### src/design/pfse_pkg.sv
// ----------------------------------------------------------------------------
// pfse_pkg
// shared types, constants and helpers for the squared-error pid controller
// ----------------------------------------------------------------------------
package pfse_pkg;

  localparam int FRAC_BITS         = 16;
  localparam int ERROR_SCALE_SHIFT = 1;
  localparam int SLEW_LIMIT        = 65536;
  localparam int ALPHA_ONE         = 65536;
  localparam logic [31:0] DECAY_THRESH = 32'((((64'd1) << FRAC_BITS) + 64'd50) / 64'd100);
  localparam logic [31:0] DECAY_FACTOR = 32'(((64'd9 << FRAC_BITS) + 64'd5) / 64'd10);

  localparam logic [2:0] REG_PROP    = 3'd0;
  localparam logic [2:0] REG_INT     = 3'd1;
  localparam logic [2:0] REG_DERIV   = 3'd2;
  localparam logic [2:0] REG_ALPHA   = 3'd3;
  localparam logic [2:0] REG_TARGET  = 3'd4;
  localparam logic [2:0] REG_LOW     = 3'd5;
  localparam logic [2:0] REG_HIGH    = 3'd6;
  localparam logic [2:0] REG_REVERSE = 3'd7;

  // datapath operations, one per controller step
  typedef enum logic [3:0] {
    OP_LOAD, OP_FILT_A, OP_FILT_B, OP_ERR, OP_SQ, OP_PTERM, OP_DTERM, OP_ITERM,
    OP_INTEG, OP_DRIVE
  } op_t;

  typedef struct packed {
    logic start_mul;
    op_t  op;
  } dp_cmd_t;

  typedef struct packed {
    logic mul_done;
  } dp_status_t;

  function automatic logic signed [31:0] sat32(input logic signed [65:0] x);
    if (x > 66'sh7FFFFFFF) return 32'sh7FFFFFFF;
    if (x < -66'sh80000000) return 32'sh80000000;
    return x[31:0];
  endfunction

endpackage

### src/design/pfse_mul.sv
// ----------------------------------------------------------------------------
// pfse_mul
// 32x32 unsigned multiplier built from four 16x16 partial products over cycles
// ----------------------------------------------------------------------------
module pfse_mul (
  input  logic        clk,
  input  logic        rst,
  input  logic        start,
  input  logic [31:0] a,
  input  logic [31:0] b,
  output logic [63:0] prod,
  output logic        done
);
  logic [2:0]  step;
  logic [1:0]  idx;
  logic [15:0] pa, pb;
  logic [31:0] pp;

  assign idx = step[1:0];
  assign pa = idx[0] ? a[31:16] : a[15:0];
  assign pb = idx[1] ? b[31:16] : b[15:0];
  assign pp = pa * pb;

  always_ff @(posedge clk) begin
    if (rst) begin
      step <= 3'd4;
      done <= 1'b0;
    end else begin
      done <= 1'b0;
      if (start) begin
        step <= 3'd0;
        prod <= '0;
      end else if (!step[2]) begin
        prod <= prod + ({32'd0, pp} << ({5'd0, idx[0]} * 6'd16 + {5'd0, idx[1]} * 6'd16));
        step <= step + 3'd1;
        if (step == 3'd3) done <= 1'b1;
      end
    end
  end
endmodule

### src/design/pfse_datapath.sv
// ----------------------------------------------------------------------------
// pfse_datapath
// state registers and arithmetic steps of the controller, one multiplier
// ----------------------------------------------------------------------------
module pfse_datapath (
  input  logic                clk,
  input  logic                rst,
  input  pfse_pkg::dp_cmd_t   cmd,
  output pfse_pkg::dp_status_t status,
  input  logic signed [31:0]  measurement,
  input  logic [31:0]         prop_gain,
  input  logic [31:0]         int_gain_dt,
  input  logic [31:0]         deriv_gain_dt,
  input  logic [16:0]         filter_alpha,
  input  logic signed [31:0]  target,
  input  logic signed [31:0]  low_limit,
  input  logic signed [31:0]  high_limit,
  input  logic                reverse_mode,
  input  logic                clear,
  output logic signed [31:0]  drive_value,
  output logic                limit_hit
);
  import pfse_pkg::*;

  logic signed [31:0] smoothed, integ, prev, last, m, esq, pterm, dterm, itmp;
  logic signed [63:0] acc;
  logic [31:0] ma, mb;
  logic        neg;
  logic [63:0] prod;
  logic        mdone;
  logic [16:0] alpha;
  logic signed [31:0] e;
  logic [31:0] emag;
  logic [63:0] rnd;
  logic [31:0] rmag;
  logic signed [33:0] rsgn;
  logic signed [33:0] pot, pre, raw, dlt;
  logic        dec;

  assign alpha = (filter_alpha > 17'(ALPHA_ONE)) ? 17'(ALPHA_ONE) : filter_alpha;
  assign status.mul_done = mdone;

  pfse_mul u_mul (.clk(clk), .rst(rst), .start(cmd.start_mul), .a(ma), .b(mb),
    .prod(prod), .done(mdone));

  // rounded-by-magnitude product scaled back to q16.16, saturated to 32 bits
  assign rnd  = (prod + (64'd1 << (FRAC_BITS - 1))) >> FRAC_BITS;
  assign rmag = (rnd > 64'h7FFFFFFF) ? 32'h8000_0000 : rnd[31:0];
  assign rsgn = neg ? -$signed({2'b0, rmag}) : $signed({2'b0, rmag});
  assign e    = sat32(66'(($signed({{2{target[31]}}, target}) -
                 $signed({{2{smoothed[31]}}, smoothed})) >>> ERROR_SCALE_SHIFT));
  assign emag = e[31] ? 32'(-e) : e;
  assign pot  = 34'(sat32(66'(integ) + 66'(itmp)));
  assign pre  = 34'(pterm) + pot - 34'(dterm);
  assign dec  = integ > $signed(DECAY_THRESH) || integ < -$signed(DECAY_THRESH);
  assign raw  = (34'(pterm) + 34'(integ) - 34'(dterm) > 34'(high_limit)) ? 34'(high_limit) :
                (34'(pterm) + 34'(integ) - 34'(dterm) < 34'(low_limit)) ? 34'(low_limit) :
                34'(pterm) + 34'(integ) - 34'(dterm);
  assign dlt  = raw - 34'(prev);

  always_comb begin
    ma = '0;
    mb = '0;
    case (cmd.op)
      OP_FILT_A: begin ma = m[31] ? 32'(-m) : m; mb = 32'(alpha); end
      OP_FILT_B: begin ma = last[31] ? 32'(-last) : last; mb = 32'(17'(ALPHA_ONE) - alpha); end
      OP_SQ:     begin ma = emag; mb = emag; end
      OP_PTERM:  begin ma = esq[31] ? 32'(-esq) : esq; mb = prop_gain; end
      OP_DTERM:  begin ma = dterm[31] ? 32'(-dterm) : dterm; mb = deriv_gain_dt; end
      OP_ITERM:  begin
        if (int_gain_dt != 0) begin ma = esq[31] ? 32'(-esq) : esq; mb = int_gain_dt; end
        else begin ma = integ[31] ? 32'(-integ) : integ; mb = DECAY_FACTOR; end
      end
      default: ;
    endcase
  end

  always_ff @(posedge clk) begin
    if (rst || clear) begin
      smoothed <= '0;
      integ    <= '0;
      prev     <= '0;
    end else if (!cmd.start_mul && mdone) begin
      case (cmd.op)
        OP_FILT_A: acc <= m[31] ? -$signed(prod) : $signed(prod);
        OP_FILT_B: begin
          smoothed <= sat32(66'((acc + (last[31] ? -$signed(prod) : $signed(prod))
                      + 64'sd32768) >>> 16));
        end
        OP_SQ: begin
          esq <= (e > 0) ? ((rnd > 64'h7FFFFFFF) ? 32'sh7FFFFFFF : $signed(rnd[31:0])) :
                 ((rnd > 64'h7FFFFFFF) ? -32'sh7FFFFFFF : -$signed(rnd[31:0]));
        end
        OP_PTERM: pterm <= sat32(66'(rsgn));
        OP_DTERM: dterm <= sat32(66'(rsgn));
        OP_ITERM: itmp  <= sat32(66'(rsgn));
        default: ;
      endcase
    end else if (cmd.start_mul) begin
      neg <= 1'b0;
      case (cmd.op)
        OP_PTERM: neg <= esq[31];
        OP_DTERM: neg <= dterm[31];
        OP_ITERM: neg <= (int_gain_dt != 0) ? esq[31] : integ[31];
        default: ;
      endcase
    end else begin
      case (cmd.op)
        OP_LOAD: begin
          last <= smoothed;
          m <= reverse_mode ? sat32(-66'(measurement)) : measurement;
        end
        OP_ERR: dterm <= sat32(66'(smoothed) - 66'(last));
        OP_INTEG: begin
          if (int_gain_dt != 0) begin
            if (!(((pre > 34'(high_limit)) || (pre < 34'(low_limit))) &&
                  ((esq > 0 && pre > 34'(high_limit)) || (esq < 0 && pre < 34'(low_limit)))))
              integ <= pot[31:0];
          end else if (dec) begin
            integ <= itmp;
          end
        end
        OP_DRIVE: begin
          limit_hit <= (34'(pterm) + 34'(integ) - 34'(dterm) > 34'(high_limit)) ||
                       (34'(pterm) + 34'(integ) - 34'(dterm) < 34'(low_limit));
          if (dlt > 34'(SLEW_LIMIT)) prev <= sat32(66'(prev) + 66'(SLEW_LIMIT));
          else if (dlt < -34'(SLEW_LIMIT)) prev <= sat32(66'(prev) - 66'(SLEW_LIMIT));
          else prev <= raw[31:0];
        end
        default: ;
      endcase
    end
  end

  assign drive_value = prev;
endmodule

### src/design/pfse_ctrl.sv
// ----------------------------------------------------------------------------
// pfse_ctrl
// sequencer: walks the datapath through one control tick per input transfer
// ----------------------------------------------------------------------------
module pfse_ctrl (
  input  logic                 clk,
  input  logic                 rst,
  input  logic                 in_fire,
  output logic                 busy,
  input  logic                 out_free,
  output logic                 result_ready,
  output pfse_pkg::dp_cmd_t    cmd,
  input  pfse_pkg::dp_status_t status
);
  import pfse_pkg::*;

  typedef enum logic [4:0] {
    S_IDLE = 5'b00001, S_ISSUE = 5'b00010, S_WAIT = 5'b00100, S_STEP = 5'b01000,
    S_DONE = 5'b10000
  } state_t;

  state_t state, state_next;
  op_t    op, op_next;

  function automatic logic uses_mul(input op_t o);
    return o == OP_FILT_A || o == OP_FILT_B || o == OP_SQ || o == OP_PTERM ||
           o == OP_DTERM || o == OP_ITERM;
  endfunction

  always_comb begin
    state_next = state;
    op_next = op;
    case (state)
      // the load step runs at the input transfer edge itself
      S_IDLE:  if (in_fire) begin state_next = S_ISSUE; op_next = OP_FILT_A; end
      S_ISSUE: state_next = S_WAIT;
      S_WAIT:  if (status.mul_done) begin
        op_next = op_t'(op + 4'd1);
        state_next = uses_mul(op_t'(op + 4'd1)) ? S_ISSUE : S_STEP;
      end
      S_STEP: begin
        if (op == OP_DRIVE) state_next = S_DONE;
        else begin
          op_next = op_t'(op + 4'd1);
          state_next = uses_mul(op_t'(op + 4'd1)) ? S_ISSUE : S_STEP;
        end
      end
      S_DONE:  if (out_free) state_next = S_IDLE;
      default: state_next = S_IDLE;
    endcase
  end

  always_ff @(posedge clk) begin
    if (rst) begin
      state <= S_IDLE;
      op <= OP_LOAD;
    end else begin
      state <= state_next;
      op <= op_next;
    end
  end

  assign busy = state != S_IDLE;
  assign result_ready = state == S_DONE && out_free;
  assign cmd.start_mul = state == S_ISSUE;
  // load on the transfer edge; otherwise hold op steady in idle and done
  assign cmd.op = (state == S_IDLE) ? (in_fire ? OP_LOAD : OP_SQ) :
                  (state == S_DONE) ? OP_SQ : op;
endmodule

### src/design/pid_filtered_squared_error_slew.sv
// ----------------------------------------------------------------------------
// pid_filtered_squared_error_slew
// q16.16 pid controller with filtered input, signed-squared error,
// clamping anti-windup and a slew-limited drive
// ----------------------------------------------------------------------------
//  channel   signals                                  direction
//  input     in_valid, in_ready, measurement          into block
//  output    out_valid, out_ready, drive_value,       out of block
//            limit_hit
//  config    cfg_we, cfg_index, cfg_data              into block
//
//  in each tick the measurement is loaded at the input transfer edge, then the
//  filter (two products), error, squared error, p, d and i products, integral
//  and drive steps run in that order; the six products share one 32x32 unit
//  (four 16x16 partial products), and the output reg is loaded once it is free
//  reset clears the filter, integral and drive state and the output valid flag, and sets config registers to defaults
//  the input waits while a tick runs or its result waits for the output reg
module pid_filtered_squared_error_slew (
  input  logic               clk,
  input  logic               rst,
  input  logic               in_valid,
  output logic               in_ready,
  input  logic signed [31:0] measurement,
  output logic               out_valid,
  input  logic               out_ready,
  output logic signed [31:0] drive_value,
  output logic               limit_hit,
  input  logic               cfg_we,
  input  logic [2:0]         cfg_index,
  input  logic [31:0]        cfg_data
);
  import pfse_pkg::*;

  logic [31:0] prop_gain, int_gain_dt, deriv_gain_dt;
  logic [16:0] filter_alpha;
  logic signed [31:0] target, low_limit, high_limit;
  logic reverse_mode, clear;
  logic busy, result_ready, out_free;
  logic in_fire;
  dp_cmd_t cmd;
  dp_status_t status;
  logic signed [31:0] dp_drive;
  logic dp_hit;

  assign in_ready = !busy;
  assign in_fire  = in_valid && in_ready;
  // output register free when empty or being drained this cycle
  assign out_free = !out_valid || out_ready;
  // a direction change clears the control state
  assign clear = cfg_we && cfg_index == REG_REVERSE && cfg_data[0] != reverse_mode;

  always_ff @(posedge clk) begin
    if (rst) begin
      prop_gain <= 32'd65536;
      int_gain_dt <= '0;
      deriv_gain_dt <= '0;
      filter_alpha <= 17'd6554;
      target <= '0;
      low_limit <= '0;
      high_limit <= 32'sd16711680;
      reverse_mode <= 1'b0;
    end else if (cfg_we) begin
      case (cfg_index)
        REG_PROP:    prop_gain <= cfg_data;
        REG_INT:     int_gain_dt <= cfg_data;
        REG_DERIV:   deriv_gain_dt <= cfg_data;
        REG_ALPHA:   filter_alpha <= cfg_data[16:0];
        REG_TARGET:  target <= cfg_data;
        REG_LOW:     low_limit <= cfg_data;
        REG_HIGH:    high_limit <= cfg_data;
        REG_REVERSE: reverse_mode <= cfg_data[0];
        default: ;
      endcase
    end
  end

  pfse_ctrl u_ctrl (.clk(clk), .rst(rst), .in_fire(in_fire), .busy(busy),
    .out_free(out_free), .result_ready(result_ready), .cmd(cmd), .status(status));

  pfse_datapath u_dp (.clk(clk), .rst(rst), .cmd(cmd), .status(status),
    .measurement(measurement), .prop_gain(prop_gain), .int_gain_dt(int_gain_dt),
    .deriv_gain_dt(deriv_gain_dt), .filter_alpha(filter_alpha), .target(target),
    .low_limit(low_limit), .high_limit(high_limit), .reverse_mode(reverse_mode),
    .clear(clear), .drive_value(dp_drive), .limit_hit(dp_hit));

  // output register
  always_ff @(posedge clk) begin
    if (rst) begin
      out_valid <= 1'b0;
    end else begin
      if (out_valid && out_ready) out_valid <= 1'b0;
      if (result_ready) begin
        out_valid <= 1'b1;
        drive_value <= dp_drive;
        limit_hit <= dp_hit;
      end
    end
  end

  a_no_accept_busy: assert property (@(posedge clk) disable iff (rst)
    busy |-> !in_ready) else $error("input taken during a tick");
  a_result_free: assert property (@(posedge clk) disable iff (rst)
    result_ready |-> (!out_valid || out_ready)) else $error("result overwrote output");
  a_start_busy: assert property (@(posedge clk) disable iff (rst)
    in_fire |=> busy) else $error("tick did not start");
endmodule
### config.mk
export PLATFORM = sky130hd
export DESIGN_NAME = pid_filtered_squared_error_slew
export DESIGN_NICKNAME = d
export VERILOG_FILES = /design/src/design/pfse_pkg.sv /design/src/design/pfse_mul.sv /design/src/design/pfse_datapath.sv /design/src/design/pfse_ctrl.sv /design/src/design/pid_filtered_squared_error_slew.sv
export SDC_FILE = /design/constraint.sdc
export NUM_CORES = 2
export LEC_CHECK = 0
export ABC_AREA = 1
export BUFFER_PORTS_ARGS = -buffer_cell sky130_fd_sc_hd__buf_2
export CORE_UTILIZATION = 30
export CTS_BUF_LIST = sky130_fd_sc_hd__clkbuf_8
export CTS_CLUSTER_SIZE = 40
export DETAILED_ROUTE_END_ITERATION = 16
export GPL_TIMING_DRIVEN = 0
export PLACE_DENSITY_LB_ADDON = 0.08
export SLEW_MARGIN = 10
export SYNTH_ARGS = -nofsm -noshare
export SYNTH_HDL_FRONTEND = slang
export SYNTH_SLANG_ARGS = --single-unit
### constraint.sdc
create_clock -name clk -period 12.6 [get_ports clk]
set_input_delay 1.26 -clock clk [delete_from_list [all_inputs] [get_ports clk]]
set_output_delay 1.26 -clock clk [all_outputs]
set_load 0.02 [all_outputs]
Word level (Yosys, flattened, before mapping)
Cells that the tools add are included.
{"block": "op_classes", "muxes": 177, "n_addsub": 29, "multipliers": 1, "reduce_logical": 55, "bitwise_logic": 4, "n_eq_ne": 39, "order_cmp": 29, "shift": 1}
{"cell": "2-to-1 mux 32 bit", "n": 58}
{"cell": "case mux 32 bit (6 select lines)", "n": 2}
{"cell": "greater-than comparator 66 x 32 -> 1 bit, second input constant", "n": 5}
{"cell": "< comparator 66 x 32 -> 1 bit, second input constant", "n": 5}
{"cell": "negation 32 bit", "n": 7}
{"cell": "2-to-1 mux 64 bit", "n": 2}
{"cell": "2-to-1 mux 34 bit", "n": 3}
{"cell": "adder 32 x 32 -> 33 bit", "n": 3}
{"cell": "2-to-1 mux 1 bit", "n": 92}
{"cell": "greater-than comparator 34 x 32 -> 1 bit", "n": 2}
{"cell": "< comparator 34 x 32 -> 1 bit", "n": 2}
{"cell": "subtractor 33 x 32 -> 34 bit", "n": 2}
{"cell": "adder 64 x 66 -> 66 bit", "n": 1}
{"cell": "adder 66 x 17 -> 66 bit, second input constant", "n": 1}
{"cell": "2-to-1 mux 66 bit", "n": 1}
{"cell": "negation 32 -> 66 bit", "n": 1}
{"cell": "negation 64 -> 66 bit", "n": 1}
{"cell": "subtractor 32 x 32 -> 33 bit", "n": 2}
{"cell": "adder 64 x 16 -> 64 bit, second input constant", "n": 1}
{"cell": "adder 64 bit", "n": 1}
{"cell": "greater-than comparator 32 x 1 -> 1 bit, second input constant", "n": 2}
{"cell": "negation 64 bit", "n": 1}
{"cell": "<< shifter 32 x 6 -> 64 bit", "n": 1}
{"cell": "greater-than comparator 50 x 32 -> 1 bit, second input constant", "n": 1}
{"cell": "60 further kinds", "n": 138}
{"block": "totals", "out_inout_bits": 35, "inputBits": 72, "elab_cells": 364, "ff_bits": 675}

Longest topological paths before layout
{"block": "depth", "depth_word": 24, "depth_mapped": 74, "depth_no_buf": 73}

By module
Synthesis repeated with hierarchy kept, for this count alone.
{"block": "unflattened", "cells_unflattened": 12317, "area_unflattened_um2": 79957.9}
{"module": "pfse_datapath", "area_per_inst_um2": 53451.3, "n_inst": 1, "cells_each": 8611}
{"module": "pfse_mul", "area_per_inst_um2": 16627.2, "n_inst": 1, "cells_each": 2387}
{"module": "pid_filtered_squared_error_slew", "area_per_inst_um2": 9201.3, "n_inst": 1, "cells_each": 1219}
{"module": "pfse_ctrl", "area_per_inst_um2": 678.2, "n_inst": 1, "cells_each": 100}

Worst setup path before layout
OpenSTA, ideal clock, no wires.
{"block": "synth_timing", "kind": "in2reg", "start": "input in_valid", "end": "register u_dp.u_mul.prod[60] (data pin)", "t_arrival_ns": 10.074, "path_buffers": 1, "setup_ns": 0.253, "setup_slack_ns": 2.273, "required_ns": 12.347, "path_stages": 53, "path_cell_list": "nor2_1 -> a21oi_1 -> nand2_1 -> nor2_1 -> clkinv_1 -> clkbuf_1 -> a21oi_1 -> o21ai_0 -> nand3_1 -> nor2_1 -> nand2_1 -> nand2_2 -> inv_1 -> nand2_1 -> fa_1 -> fa_1 -> fa_1 -> inv_1 -> [... 17 more ...] -> nand2_1 -> nand2_1 -> nor2_1 -> ha_1 -> a21oi_1 -> o21ai_0 -> a21oi_1 -> o21ai_0 -> a21oi_1 -> inv_1 -> nand4_1 -> o311ai_0 -> nand2_1 -> nand3_1 -> a21oi_1 -> nand2_1 -> nand2_1 -> nor2_1"}
{"block": "synth_between", "elab_chain_cells": 10}
{"item": "start, declared", "line": "pid_filtered_squared_error_slew.sv:21", "text": "input logic in_valid,"}
{"item": "logical AND 1 bit *", "line": "pid_filtered_squared_error_slew.sv:46", "text": "assign in_fire = in_valid && in_ready;"}
{"item": "2-to-1 mux 3 bit *", "line": "pfse_ctrl.sv:67", "text": "assign cmd.op = (state == S_IDLE) ? (in_fire ? OP_LOAD : OP_SQ) :"}
{"item": "2-to-1 mux 4 bit *", "line": "pfse_ctrl.sv:67"}
{"item": "equality test 4 x 3 -> 1 bit (tied with other cells)", "line": "pfse_datapath.sv:64", "text": "case (cmd.op)"}
{"item": "case mux 32 bit (6 select lines)", "line": "pfse_datapath.sv:64"}
{"item": "2-to-1 mux 16 bit, on equally long branches", "line": "pfse_mul.sv:20, pfse_mul.sv:21"}
{"item": "multiplier 16 x 16 -> 32 bit *", "line": "pfse_mul.sv:22", "text": "assign pp = pa * pb;"}
{"item": "<< shifter 32 x 6 -> 64 bit *", "line": "pfse_mul.sv:34", "text": "prod <= prod + ({32'd0, pp} << ({5'd0, idx[0]} * 6'd16 + {5'd0, idx[1]} * 6'd16));"}
{"item": "adder 64 bit *", "line": "pfse_mul.sv:34"}
{"item": "2-to-1 mux 64 bit *", "line": "pfse_mul.sv:33", "text": "end else if (!step[2]) begin"}
{"item": "end signal, assigned", "line": "pfse_mul.sv:34"}
{"item": "end, declared", "line": "pfse_mul.sv:11", "text": "output logic [63:0] prod,"}
Every way passes the cells marked *; elsewhere a longest branch is shown, timed or not. The select of a mux whose other input is x is not followed.
A chain may end at the register's enable or synchronous reset.

Worst setup path in the final report
{"block": "layout_timing", "start": "register int_gain_dt[16]", "end": "register u_dp.u_mul.prod[62] (data pin)"}
{"block": "layout_between", "elab_chain_cells": 8}
{"item": "start, declared", "line": "pid_filtered_squared_error_slew.sv:34", "text": "logic [31:0] prop_gain, int_gain_dt, deriv_gain_dt;"}
{"item": "start signal, assigned", "line": "pid_filtered_squared_error_slew.sv:65", "text": "REG_INT: int_gain_dt <= cfg_data;"}
{"item": "nonzero test 32 bit", "line": "pfse_datapath.sv:71", "text": "if (int_gain_dt != 0) begin ma = esq[31] ? 32'(-esq) : esq; mb = int_gain_dt; end"}
{"item": "2-to-1 mux 32 bit", "line": "pfse_datapath.sv:71"}
{"item": "case mux 32 bit (6 select lines)", "line": "pfse_datapath.sv:64"}
{"item": "2-to-1 mux 16 bit, on equally long branches", "line": "pfse_mul.sv:20, pfse_mul.sv:21"}
{"item": "multiplier 16 x 16 -> 32 bit *", "line": "pfse_mul.sv:22"}
{"item": "<< shifter 32 x 6 -> 64 bit *", "line": "pfse_mul.sv:34"}
{"item": "adder 64 bit *", "line": "pfse_mul.sv:34"}
{"item": "2-to-1 mux 64 bit *", "line": "pfse_mul.sv:33"}
Marked as above.

==> report_table.html <==
<table>
<tr><th>Metric</th><th>Value</th></tr>
<tr><th colspan="2">Placed design</th></tr>
<tr><td>RD Place Congestion</td><td>1.00</td></tr>
<tr><td>Number of instances in the placed design</td><td>approximately 15000</td></tr>
<tr><td>Port Buffers</td><td>around 100</td></tr>
<tr><td>Total half-perimeter wirelength after legalization and detailed placement</td><td>between 300 and 400 mm</td></tr>
<tr><th colspan="2">Layout</th></tr>
<tr><td>Final cell count without fillers</td><td>about 15000</td></tr>
<tr><td>Share of final-layout standard cells stronger than drive strength 1</td><td>7.40%</td></tr>
<tr><td>NumNets Final</td><td>12800</td></tr>
<tr><td>End-of-flow core utilization</td><td>about a third</td></tr>
<tr><td>Area added between synthesis and finish</td><td>12.4%</td></tr>
<tr><th colspan="2">Global route</th></tr>
<tr><td>First-pass GRT wire length</td><td>559 mm</td></tr>
<tr><td>Global-route met2 utilization</td><td>43.9%</td></tr>
<tr><td>GRT met1 Usage</td><td>roughly 44%</td></tr>
<tr><td>Busiest layer in global routing</td><td>met1</td></tr>
<tr><td>Number of antenna violations at the first check in global routing</td><td>42</td></tr>
<tr><td>Global-route total usage across every layer</td><td>29.9%</td></tr>
<tr><td>Met3 usage</td><td>under 10%</td></tr>
<tr><td>Total overflow reported by the global router</td><td>0</td></tr>
<tr><td>Via count of the first global-routing pass</td><td>slightly below 80000</td></tr>
<tr><td>Largest net degree at the start of global routing</td><td>33</td></tr>
<tr><th colspan="2">Synth</th></tr>
<tr><td>Sequential cell area fraction in the yosys report</td><td>between 20% and 30%</td></tr>
<tr><td>Async SR Flop Fraction</td><td>0%</td></tr>
<tr><td>Number of flops mapped to enable cells by yosys</td><td>355</td></tr>
<tr><td>Post-synth net total</td><td>roughly 13000</td></tr>
<tr><td>Synthesis Warnings</td><td>0</td></tr>
<tr><td>Unique cell type count in the Yosys netlist</td><td>78</td></tr>
<tr><td>Syn Inst Count</td><td>11600</td></tr>
<tr><td>Top cells by instance count after synthesis</td><td>sky130_fd_sc_hd__nand2_1 (2396), sky130_fd_sc_hd__nor2_1 (1667), sky130_fd_sc_hd__inv_1 (1544), sky130_fd_sc_hd__o21ai_0 (966), sky130_fd_sc_hd__a21oi_1 (894)</td></tr>
<tr><td>Most instantiated library cell after synthesis</td><td>sky130_fd_sc_hd__nand2_1</td></tr>
<tr><td>Fraction of post-synthesis cell area in the top cell type by area</td><td>around 14%</td></tr>
<tr><td>Avg Inst Size Synth</td><td>roughly 6.6 um^2</td></tr>
<tr><td>Dominant cell type by area after synthesis</td><td>sky130_fd_sc_hd__edfxtp_1</td></tr>
<tr><td>Register bit count reported by yosys</td><td>just under 700</td></tr>
<tr><td>Synthesized area</td><td>around 77000 um^2</td></tr>
<tr><td>Ranking of synthesized cells by area</td><td>sky130_fd_sc_hd__edfxtp_1 (14%), sky130_fd_sc_hd__nand2_1 (12%), sky130_fd_sc_hd__ha_1 (11%)</td></tr>
<tr><td>Commonest register cell after synthesis</td><td>sky130_fd_sc_hd__edfxtp_1</td></tr>
<tr><th colspan="2">Setup path</th></tr>
<tr><td>Critical Path Most Common Cell</td><td>sky130_fd_sc_hd__nand2_1</td></tr>
<tr><td>Critical path required time</td><td>approximately 13000 ps</td></tr>
<tr><td>Source of the critical timing path</td><td>int_gain_dt[16]</td></tr>
<tr><td>Capture point of the worst path</td><td>u_dp.u_mul.prod[62]</td></tr>
<tr><td>Cell at the slowest stage of the critical path</td><td>sky130_fd_sc_hd__clkbuf_1</td></tr>
<tr><td>Setup CP Type</td><td>flip-flop to flip-flop</td></tr>
<tr><td>Startpoint type of the worst setup path</td><td>flip-flop</td></tr>
<tr><td>Cell depth of the worst flop-to-flop path</td><td>between 40 and 50</td></tr>
<tr><td>Crit end category</td><td>flip-flop</td></tr>
<tr><td>Worst reg2reg startpoint</td><td>int_gain_dt[16]</td></tr>
<tr><td>Reg2Reg Capture Point</td><td>u_dp.u_mul.prod[62]</td></tr>
<tr><td>Highest cell delay on the worst timing path</td><td>700 ps</td></tr>
<tr><td>Data arrival at the endpoint of the critical path</td><td>roughly 13000 ps</td></tr>
<tr><td>R2r setup slk</td><td>160 ps</td></tr>
<tr><td>Critical path fanouts, max</td><td>10</td></tr>
<tr><th colspan="2">STA</th></tr>
<tr><td>Maximum clock skew at final layout</td><td>between 100 and 150 ps</td></tr>
<tr><td>Final hold viol count</td><td>0</td></tr>
<tr><td>Share of the clock period used by the worst path</td><td>approximately 99%</td></tr>
<tr><td>Pins over their slew limit</td><td>1</td></tr>
<tr><td>Unrepaired setup endpoints after global routing</td><td>true</td></tr>
<tr><td>Total negative slack for setup checks</td><td>0 ps</td></tr>
<tr><td>Final hold slack</td><td>between 400 and 500 ps</td></tr>
<tr><td>Post-layout min period</td><td>roughly 12000 ps</td></tr>
<tr><td>Achievable clock frequency</td><td>between 80 and 90 MHz</td></tr>
<tr><td># setup viols final</td><td>0</td></tr>
<tr><td>Worst slew margin relative to its limit</td><td>-0.117%</td></tr>
<tr><td>Worst slew pin tran</td><td>1490 ps</td></tr>
<tr><th colspan="2">Detailed routing</th></tr>
<tr><td>Average vias per placed instance</td><td>about 5.4</td></tr>
<tr><td>DRC marker count from the first detailed-route iteration</td><td>around 9000</td></tr>
<tr><td>Residual DRC</td><td>0</td></tr>
<tr><td>Routed wirelength normalized by instance count</td><td>between 20 and 30 um</td></tr>
<tr><td>DRT Wirelength</td><td>just under 400 mm</td></tr>
<tr><td>Antenna-violating nets left</td><td>0</td></tr>
<tr><td>Via Count</td><td>82500</td></tr>
<tr><td>Number of iterations in the first detailed-routing pass</td><td>7</td></tr>
<tr><th colspan="2">Floorplanning</th></tr>
<tr><td>IO Pins</td><td>roughly 110</td></tr>
<tr><td>Starting Density</td><td>30.2%</td></tr>
<tr><td>Core area</td><td>254000 um^2</td></tr>
<tr><td>Number of standard-cell rows in the floorplan</td><td>185</td></tr>
<tr><td>Die H</td><td>508 um</td></tr>
<tr><td>Die W</td><td>between 500 and 600 um</td></tr>
<tr><td>Area of the die</td><td>258000 um^2</td></tr>
<tr><th colspan="2">Power and ir drop</th></tr>
<tr><td>Total power of the final layout</td><td>11.6 mW</td></tr>
<tr><td>Pwr Density</td><td>134 nW/um^2</td></tr>
<tr><td>Static leakage</td><td>39.2 nW</td></tr>
<tr><td>Peak supply drop</td><td>around 0.13 mV</td></tr>
<tr><th colspan="2">Flow run</th></tr>
<tr><td>Number of max-cap violations</td><td>1</td></tr>
<tr><th colspan="2">Clock network</th></tr>
<tr><td>Clock latency reported for the late side of the worst-skew pair</td><td>1000 ps</td></tr>
<tr><td>Clock-pin slew reported for the worst setup and hold paths after clock tree synthesis</td><td>approximately 60 ps</td></tr>
<tr><td>Number of buffers on the longest clock path</td><td>3</td></tr>
<tr><td>TritonCTS clock tree</td><td>built</td></tr>
<tr><td>CTS root buffer</td><td>sky130_fd_sc_hd__clkbuf_8</td></tr>
<tr><td>TritonCTS Buffers</td><td>roughly 140</td></tr>
<tr><td>Number of H-tree levels</td><td>4</td></tr>
<tr><td>Number of sinks handled by clock tree synthesis</td><td>just under 700</td></tr>
<tr><th colspan="2">Min path</th></tr>
<tr><td>Type of the worst min-delay path</td><td>flip-flop to flip-flop</td></tr>
<tr><th colspan="2">Status</th></tr>
<tr><td>Violated checks</td><td>capacitance limit, slew limit</td></tr>
<tr><td>Result of the run</td><td>complete, but fails checks</td></tr>
</table>
-- area by class of cell --
cell class / count / area (um^2)
fill: 28100 / 168000
multi-input combinational: 8953 / 53500
sequential: 675 / 17100
inverter: 1573 / 5950
tap: 3366 / 4210
clock buffer: 152 / 2090
buffer: 352 / 1610
timing repair buffer: 154 / 1090
clock inverter: 99 / 706
antenna: 6 / 15.0
-- through the flow --
step	instance area (um^2)	setup slack (ps)
global route	86300	-115
CTS	85300	0.406
floorplan	76800	2270
detailed placement	81900	-3690
finish	86300	155
global placement	81500	-3730
-- per-layer routing --
layer	wire length, um	part of all wire, %	up-vias
met1	190000	48	39800
met2	163000	41	3262
met5	292	0.074	-
li1	-	-	38900
met3	28900	7.3	531
met4	13700	3.5	16
-- critical path: cells and delay by family, from the launching register on --
family / cells / cell delay, ps
AOI/OAI and AO/OA: 13 / 2770
adders and majority gates: 8 / 3670
DFF: 1 / 340
xor gates and xnor gates: 1 / 430
buffers and inverters: 8 / 1730
and+or+nand+nor: 16 / 3210
-- what timing repair did --
action | 4_1_cts | 5_1_grt
pin swaps | 12 | 24
gates cloned | 0 | 0
endpoints found under the setup margin | 48 | 70
setup buffers | 13 | 20
hold buffers | 0 | 0
resized for setup | 149 | 229
-- registers in the layout, summed over array words and instances, names as in the netlist, 17 cells and up --
signal,count
deriv_gain_dt,32
drive_value,32
filter_alpha,17
high_limit,32
int_gain_dt,32
low_limit,32
prop_gain,32
target,32
u_dp.acc,64
u_dp.drive_value,32
u_dp.dterm,32
u_dp.esq,32
u_dp.integ,32
u_dp.itmp,32
u_dp.last,32
u_dp.m,32
u_dp.pterm,32
u_dp.smoothed,32
u_dp.u_mul.prod,64
-- where the power goes --
group / total [mW] / internal (mW) / switching [mW] / leakage (nW)
Combinational: 6.49 / 1.84 / 4.65 / 31.7
Clock: 2.46 / 1.26 / 1.20 / 1.55
Sequential: 2.62 / 2.51 / 0.111 / 5.86
-- cell usage in the layout, fill, tap and decap left out, drive strengths merged, types with 13 or more instances in the layout --
cell type  synthesis  final
nand3            535    535
or2               36     36
xnor2            138    138
a211oi            22     22
a21o              34     34
inv             1560   1594
edfxtp           355    355
nand2           2448   2448
o211ai            55     55
clkbuf           232    382
nand4            247    247
dfxtp            320    320
buf              120    275
o21a              39     39
a21oi            897    897
xor2             298    298
nor2            1697   1697
nor3             185    185
ha               649    649
nand3b            34     34
o21ai            984    984
nor4              75     75
a31oi             89     89
a221oi            26     26
a21boi            28     28
clkinv            13     58
fa               263    263
clkinvlp           0     14
a22oi             13     13
o41ai             17     17
o21bai            39     39
o31ai             21     21
-- logic make-up after synthesis --
kind of cell / Yosys count / share of synthesized area [%]
xor gates and xnor gates: 436 / 5.00
and+or+nand+nor: 5277 / 29.0
muxes: 4 / 0.0521
adders and majority gates: 912 / 17.4
buffers and inverters: 1925 / 9.70
AOI/OAI and AO/OA: 2324 / 16.6
DFF: 675 / 22.2
-- how the worst min path moves through the flow --
stage | startpoint | to | slack [ps] | cells after the start
3_3_place_gp | u_dp.limit_hit | limit_hit | 410 | 0
4_1_cts | u_dp.limit_hit | limit_hit | 420 | 0
2_1_floorplan | u_dp.limit_hit | limit_hit | 400 | 0
6_report | u_dp.limit_hit | limit_hit | 430 | 0
3_5_place_dp | u_dp.limit_hit | limit_hit | 410 | 0
5_1_grt | u_dp.drive_value[3] | drive_value[3] | 440 | 0
No activity file was read; power rests on OpenSTA's default activity.
